**src/rtl/core/rbv_isqrt.sv**
```systemverilog
`timescale 1ns / 1ps
// rbv_isqrt: pipelined integer square root, one root bit per stage, side word carried along
// depends on nothing beyond its parameters
module rbv_isqrt #(
  parameter int W  = 64,
  parameter int SW = 1
) (
  input  logic             clk,
  input  logic             rst_n,
  input  logic             in_valid,
  input  logic [W-1:0]     in_rad,
  input  logic [SW-1:0]    in_side,
  output logic             out_valid,
  output logic [W/2-1:0]   out_root,
  output logic [SW-1:0]    out_side
);

  localparam int RW   = W / 2;
  localparam int REMW = RW + 3;

  logic [RW-1:0]   vld_r;
  logic [W-1:0]    rad_r  [RW];
  logic [REMW-1:0] rem_r  [RW];
  logic [RW-1:0]   root_r [RW];
  logic [SW-1:0]   side_r [RW];

  logic [W-1:0]    rad_i  [RW];
  logic [REMW-1:0] rem_i  [RW];
  logic [RW-1:0]   root_i [RW];
  logic [SW-1:0]   side_i [RW];
  logic [RW-1:0]   vld_i;
  logic [REMW-1:0] rem_nxt  [RW];
  logic [RW-1:0]   root_nxt [RW];

  // stage inputs
  always_comb begin
    for (int k = 0; k < RW; k++) begin
      if (k == 0) begin
        vld_i[k]  = in_valid;
        rad_i[k]  = in_rad;
        rem_i[k]  = '0;
        root_i[k] = '0;
        side_i[k] = in_side;
      end else begin
        vld_i[k]  = vld_r[k-1];
        rad_i[k]  = rad_r[k-1];
        rem_i[k]  = rem_r[k-1];
        root_i[k] = root_r[k-1];
        side_i[k] = side_r[k-1];
      end
    end
  end

  // one trial subtract per stage
  always_comb begin
    logic [REMW-1:0] sh;
    logic [REMW-1:0] tr;
    for (int k = 0; k < RW; k++) begin
      sh = {rem_i[k][REMW-3:0], rad_i[k][2*(RW-1-k) +: 2]};
      tr = REMW'({root_i[k], 2'b01});
      if (sh >= tr) begin
        rem_nxt[k]  = sh - tr;
        root_nxt[k] = {root_i[k][RW-2:0], 1'b1};
      end else begin
        rem_nxt[k]  = sh;
        root_nxt[k] = {root_i[k][RW-2:0], 1'b0};
      end
    end
  end

  always_ff @(posedge clk) begin
    if (!rst_n) begin
      vld_r <= '0;
    end else begin
      vld_r <= vld_i;
    end
  end

  always_ff @(posedge clk) begin
    for (int k = 0; k < RW; k++) begin
      rad_r[k]  <= rad_i[k];
      rem_r[k]  <= rem_nxt[k];
      root_r[k] <= root_nxt[k];
      side_r[k] <= side_i[k];
    end
  end

  assign out_valid = vld_r[RW-1];
  assign out_root  = root_r[RW-1];
  assign out_side  = side_r[RW-1];

endmodule

```
**config.mk**
```make
export PLATFORM = sky130hd
export DESIGN_NAME = rbv_isqrt
export DESIGN_NICKNAME = d
export VERILOG_FILES = /design/src/rtl/core/rbv_isqrt.sv
export SDC_FILE = /design/constraint.sdc
export NUM_CORES = 2
export LEC_CHECK = 0
export ABC_AREA = 0
export BUFFER_PORTS_ARGS = -buffer_cell sky130_fd_sc_hd__buf_2
export CAP_MARGIN = 5
export CORE_MARGIN = 4
export CORE_UTILIZATION = 47
export DETAILED_ROUTE_END_ITERATION = 8
export GPL_ROUTABILITY_DRIVEN = 0
export PLACE_DENSITY = 0.74
export SYNTH_ARGS = -nofsm -noshare
export SYNTH_HDL_FRONTEND = slang
export SYNTH_MEMORY_MAX_BITS = 65536
export SYNTH_SLANG_ARGS = --single-unit
```
**constraint.sdc**
```tcl
create_clock -name clk -period 3.5 [get_ports clk]
set_input_delay 0.35 -clock clk [delete_from_list [all_inputs] [get_ports clk]]
set_output_delay 0.35 -clock clk [all_outputs]
set_load 0.02 [all_outputs]
```
After elaboration in Yosys (flattened, before gate mapping)
Memories as Yosys holds them, arrays and structs flattened.
Index checks and enable logic that the tools add are counted.
W data, S select, Z words.
{"block": "classes", "addsub": 32, "magnitude_cmp": 32, "mux": 64}
{"cell": "$mux W35", "count": 32}
{"cell": "$ge A35 B34 Y1", "count": 31}
{"cell": "$sub A35 B34 Y35", "count": 31}
{"cell": "$mux W1", "count": 32}
{"cell": "$sub A2 B1 Y3 const B", "count": 1}
{"cell": "$ge A2 B1 Y1 const B", "count": 1}
{"block": "word_totals", "ff_bits": 32, "ram_bits": 4224, "out_inout_bits": 34, "word_cells": 133, "n_memories": 4}
{"memory": "rad_r", "words": 32, "width": 64, "read_ports": 31, "rd_ports_with_merged_regs": 0, "wr": 32, "line": "22", "source": "logic [W-1:0] rad_r [RW];"}
{"memory": "rem_r", "words": 32, "width": 35, "read_ports": 31, "rd_ports_with_merged_regs": 0, "wr": 32, "line": "23", "source": "logic [REMW-1:0] rem_r [RW];"}
{"memory": "root_r", "words": 32, "width": 32, "read_ports": 32, "rd_ports_with_merged_regs": 0, "wr": 32, "line": "24", "source": "logic [RW-1:0] root_r [RW];"}
{"memory": "side_r", "words": 32, "width": 1, "read_ports": 32, "rd_ports_with_merged_regs": 0, "wr": 32, "line": "25", "source": "logic [SW-1:0] side_r [RW];"}

Longest topological paths before layout
An unclocked memory read counts as a cell.
{"block": "depth", "ltp_word": 3, "ltp_mapped": 15, "ltp_nobuf": 13}

Least setup slack after synthesis
OpenSTA, ideal clock, no wires.
{"block": "synth_timing", "kind": "register to register", "from": "memory rem_r[0][226] (netlist name)", "to": "memory rem_r[0][273] (netlist name)", "setup_time_ps": 134, "t_arrival_ps": 3239, "t_required_ps": 3366, "setup_slack_ps": 127, "path_stages_with_launch": 13, "path_buffers": 3, "period_less_slack_ps": 3373, "path_cell_list": "dfxtp_1 -> or4_4 -> or3_4 -> or4_1 -> or3_1 -> clkbuf_2 -> or3_1 -> or3_1 -> buf_6 -> o21ai_4 -> buf_8 -> nor4_1 -> xor2_1"}
{"element": "from (decl)", "line": "23"}

==> impl_metrics.py <==
metrics = {
    "outcome": {
        "status": "finished clean",
    },
    "timing": {
        "timing.setup.tns_ns": 0,
        "period_share_pct": 97.2,
        "fin_crit_period_ns": 3.40,
        "worst_slack_ns": 0.0986,
        "peak_clock_frequency_supported_by_timing_mhz": 294,
        "worst_relative_slew_slack_pct": 41.2,
        "finClkSkew_ns": 0.101,
        "timing_worst_slew_pin_value_ns": 0.875,
        "final_setup_fails": 0,
        "finalHoldWorstSlack_ns": 0.0922,
        "maxSlewViolCount": 0,
        "timing.final.hold_violations": 0,
    },
    "global_route": {
        "pin_count_of_the_biggest_net_entering_global_routing": 50,
        "global_route_wire_length_before_repair_um": 313000,
        "first_global_vias": 64600,
        "overall_track_demand_over_capacity_in_global_routing_pct": 18.3,
        "antenna_found_initial": 2,
        "grt_remaining_overflow": 0,
    },
    "hold_path": {
        "timing.hold.worst.class": "in2reg",
        "holdPathStages": 2,
    },
    "cells_and_area": {
        "layout_commonest_cell": "sky130_fd_sc_hd__dfxtp_1",
        "nets": 10000,
        "utilization_of_the_core_after_routing_pct": 54.3,
        "most-common-layout-cells": "sky130_fd_sc_hd__dfxtp_1, sky130_fd_sc_hd__inv_1, sky130_fd_sc_hd__nor2_1",
        "layout_stage_area_growth_over_the_synthesis_result_pct": 14.5,
        "fillers": 16600,
        "stdcell_area_sq_mm": 0.106,
        "drive_above_1_share_pct": 8.74,
        "diodes": 0,
        "non_filler_cells_in_the_finished_layout": 12200,
    },
    "floorplan": {
        "die_h_um": 452,
        "core_sq_mm": 0.195,
        "num_io_pins": 102,
        "die_width_um": 452,
        "fp.dieArea_sq_mm": 0.204,
        "start_util_pct": 47.4,
        "fp-row-count": 162,
    },
    "yosys": {
        "synth_top_flop_cell": "sky130_fd_sc_hd__dfxtp_1",
        "yosysTopAreaCellShare_pct": 55.3,
        "postSynthCellCount": 9049,
        "synth_area_per_cell_sq_um": 10.2,
        "syn-num-nets": 9678,
        "post_synth_instance_area_sq_mm": 0.0926,
        "synth.lib_cells_used.distinct": 84,
        "yosys_register_bits": 2558,
        "ys_seq_area_share_pct": 55.3,
        "ys_warn_count": 0,
        "yosys_top_cell_by_area": "sky130_fd_sc_hd__dfxtp_1",
        "number_of_enable_type_register_cells_in_the_synthesized_netlist": 0,
        "synth_async_sr_flop_share_pct": 0,
        "synth_top_cells_by_area": "sky130_fd_sc_hd__dfxtp_1, sky130_fd_sc_hd__ha_1, sky130_fd_sc_hd__xnor2_1",
    },
    "detailed_routing": {
        "detailed_route_wire_length_um": 191000,
        "vias_per_cell": 5.21,
        "via_count": 63700,
        "remaining_drc_errors": 0,
        "postRouteAntennaNets": 0,
        "wl_per_cell_um": 15.6,
        "drt_iter0_markers": 3782,
        "router_iterations_before_antenna_repair": 6,
    },
    "power": {
        "seq_power_share_pct": 48.2,
        "p_comb_share_pct": 16.9,
        "totalPowerFinal_mw": 77.6,
        "power.static_leakage_nw": 49.8,
        "power.switching_fraction_pct": 28.0,
        "ir_drop_mv": 0.760,
        "clock_power_share_pct": 34.8,
        "net-switching-power_mw": 21.8,
        "internal_power_mw": 55.9,
        "power.density_mw_per_mm2": 732,
    },
    "cts": {
        "cts-root-buf": "sky130_fd_sc_hd__clkbuf_16",
        "cts_buffers": 237,
        "clock_path_buffers": 3,
        "cts.htree.levels": 4,
        "clk_pin_slew_worst_paths_ns": 0.06,
        "clock_tree_from_tritoncts": "done",
        "cts.sink_count": 2558,
        "clock_latency_on_the_worst_skew_pair_ns": 0.89,
    },
    "placed_design": {
        "placedInstanceArea_sq_mm": 0.0967,
        "io_buffer_count": 101,
        "post-place-ws_ns": -0.0330,
        "post-place-cells": 11700,
        "dp_hpwl_um": 139000,
    },
    "worst_setup_path": {
        "ff2ff_path_depth": 8,
        "critPathArrivalTime_ns": 4.17,
        "path_max_fanout": 15,
        "worst_setup_path_end_kind": "register",
        "timing_worst_setup_path_type": "reg2reg",
        "worst_ep_required_time_ns": 4.27,
        "timing.critical_path.from_type": "register",
    },
    "flow_run": {
        "cap_violations": 0,
    },
}
## cells in the mapped netlist, types with 14 or more instances
master and number:
sky130_fd_sc_hd__dfxtp_1 2558, sky130_fd_sc_hd__inv_1 708, sky130_fd_sc_hd__nor2_1 604, sky130_fd_sc_hd__a21oi_1 600
sky130_fd_sc_hd__ha_1 561, sky130_fd_sc_hd__nand2_1 545, sky130_fd_sc_hd__o21ai_0 445, sky130_fd_sc_hd__xnor2_1 424
sky130_fd_sc_hd__xor2_1 369, sky130_fd_sc_hd__a21o_1 239, sky130_fd_sc_hd__nor3_1 196, sky130_fd_sc_hd__clkbuf_1 155
sky130_fd_sc_hd__nand3_1 133, sky130_fd_sc_hd__mux2_2 114, sky130_fd_sc_hd__nand2b_1 113, sky130_fd_sc_hd__nor4_1 112
sky130_fd_sc_hd__o21a_1 103, sky130_fd_sc_hd__or3_1 94, sky130_fd_sc_hd__nand4_1 93, sky130_fd_sc_hd__nor2b_1 83
sky130_fd_sc_hd__or4_1 65, sky130_fd_sc_hd__and3_1 61, sky130_fd_sc_hd__and2_1 59, sky130_fd_sc_hd__a31oi_1 57
sky130_fd_sc_hd__o31ai_1 55, sky130_fd_sc_hd__a211oi_1 48, sky130_fd_sc_hd__or2_2 46, sky130_fd_sc_hd__o211ai_1 38
sky130_fd_sc_hd__nand3b_1 33, sky130_fd_sc_hd__o21bai_1 33, sky130_fd_sc_hd__o31a_1 17, sky130_fd_sc_hd__a221oi_1 16
sky130_fd_sc_hd__a31o_2 16, sky130_fd_sc_hd__nand4b_1 16, sky130_fd_sc_hd__a21boi_0 14, sky130_fd_sc_hd__nor3b_1 14
## worst paths after layout
path / from / end / slack [ns]
worst max-delay path: rem_r[0][226]$_DFF_P_ / rem_r[0][252]$_DFF_P_ / 0.1
worst min-delay path: in_rad[45] / rad_r[0][45]$_DFF_P_ / 0.09
worst max register to register: rem_r[0][226]$_DFF_P_ / rem_r[0][252]$_DFF_P_ / 0.1
worst min register to register: rad_r[0][323]$_DFF_P_ / rad_r[0][387]$_DFF_P_ / 0.26
## routing by layer
layer,up-vias,routed length (um),global-route usage (%),share of wire [%]
met5,-,0,0,0
met1,29600,76100,20.5,40
met4,0,10600,9.87,5.5
met2,1775,95200,33.3,50
met3,617,8750,2.90,4.6
li1,31700,-,-,-
## critical path, cell delays in order, from the launching register on
cell                      delay [ns]
sky130_fd_sc_hd__dfxtp_1        0.33
sky130_fd_sc_hd__or4_4          0.55
sky130_fd_sc_hd__or3_4          0.36
sky130_fd_sc_hd__or4_1          0.43
sky130_fd_sc_hd__or3_1          0.38
sky130_fd_sc_hd__or3_1          0.35
sky130_fd_sc_hd__or3_1          0.39
sky130_fd_sc_hd__buf_4          0.22
sky130_fd_sc_hd__mux2_2         0.27
## registers in the layout (all words and copies together), names as in the netlist
signal and count:
rad_r 992, rem_r 974, root_r 528, side_r 32, vld_r 32
## kinds of logic (layout without fill, tap and decap cells)
logic type	Yosys count	count (layout)	synth area share (%)
other	1	1	0.00405
buffers and inverters	880	1437	3.60
adders and majority gates	561	561	7.58
AOI/OAI and AO/OA	1834	1834	12.3
and+or+nand+nor	2299	2299	12.3
muxes	123	123	1.48
DFF	2558	2558	55.3
xor gates and xnor gates	793	793	7.50
## what timing repair did
| action | in CTS | in global routing |
|---|---|---|
| resized for setup | 1 | 26 |
| setup endpoints to repair | 18 | 132 |
| setup buffers | 0 | 0 |
| pin swaps | 0 | 2 |
| hold endpoints to repair | 98 | 0 |
| hold buffers | 73 | 0 |
## power groups by stage
stage / logic (mW) / registers [mW] / clock network (mW)
3_3_place_gp: 12.3 / 37.9 / 0
2_1_floorplan: 10.2 / 36.7 / 0
6_report: 13.1 / 37.4 / 27.0
3_5_place_dp: 12.8 / 38.0 / 0
5_1_grt: 14.6 / 37.9 / 29.0
4_1_cts: 13.0 / 37.4 / 27.7
## layout make-up
cell class,instances,area [sq um],area share [%]
Sequential cell,2558,51200,48.3
Multi-Input combinational cell,5611,38200,36.1
Clock buffer,323,6800,6.41
Tap cell,2624,3280,3.10
Inverter,708,2660,2.51
Timing Repair Buffer,281,2130,2.01
Clock inverter,125,1760,1.65
Power figures use the tool's default switching activity.
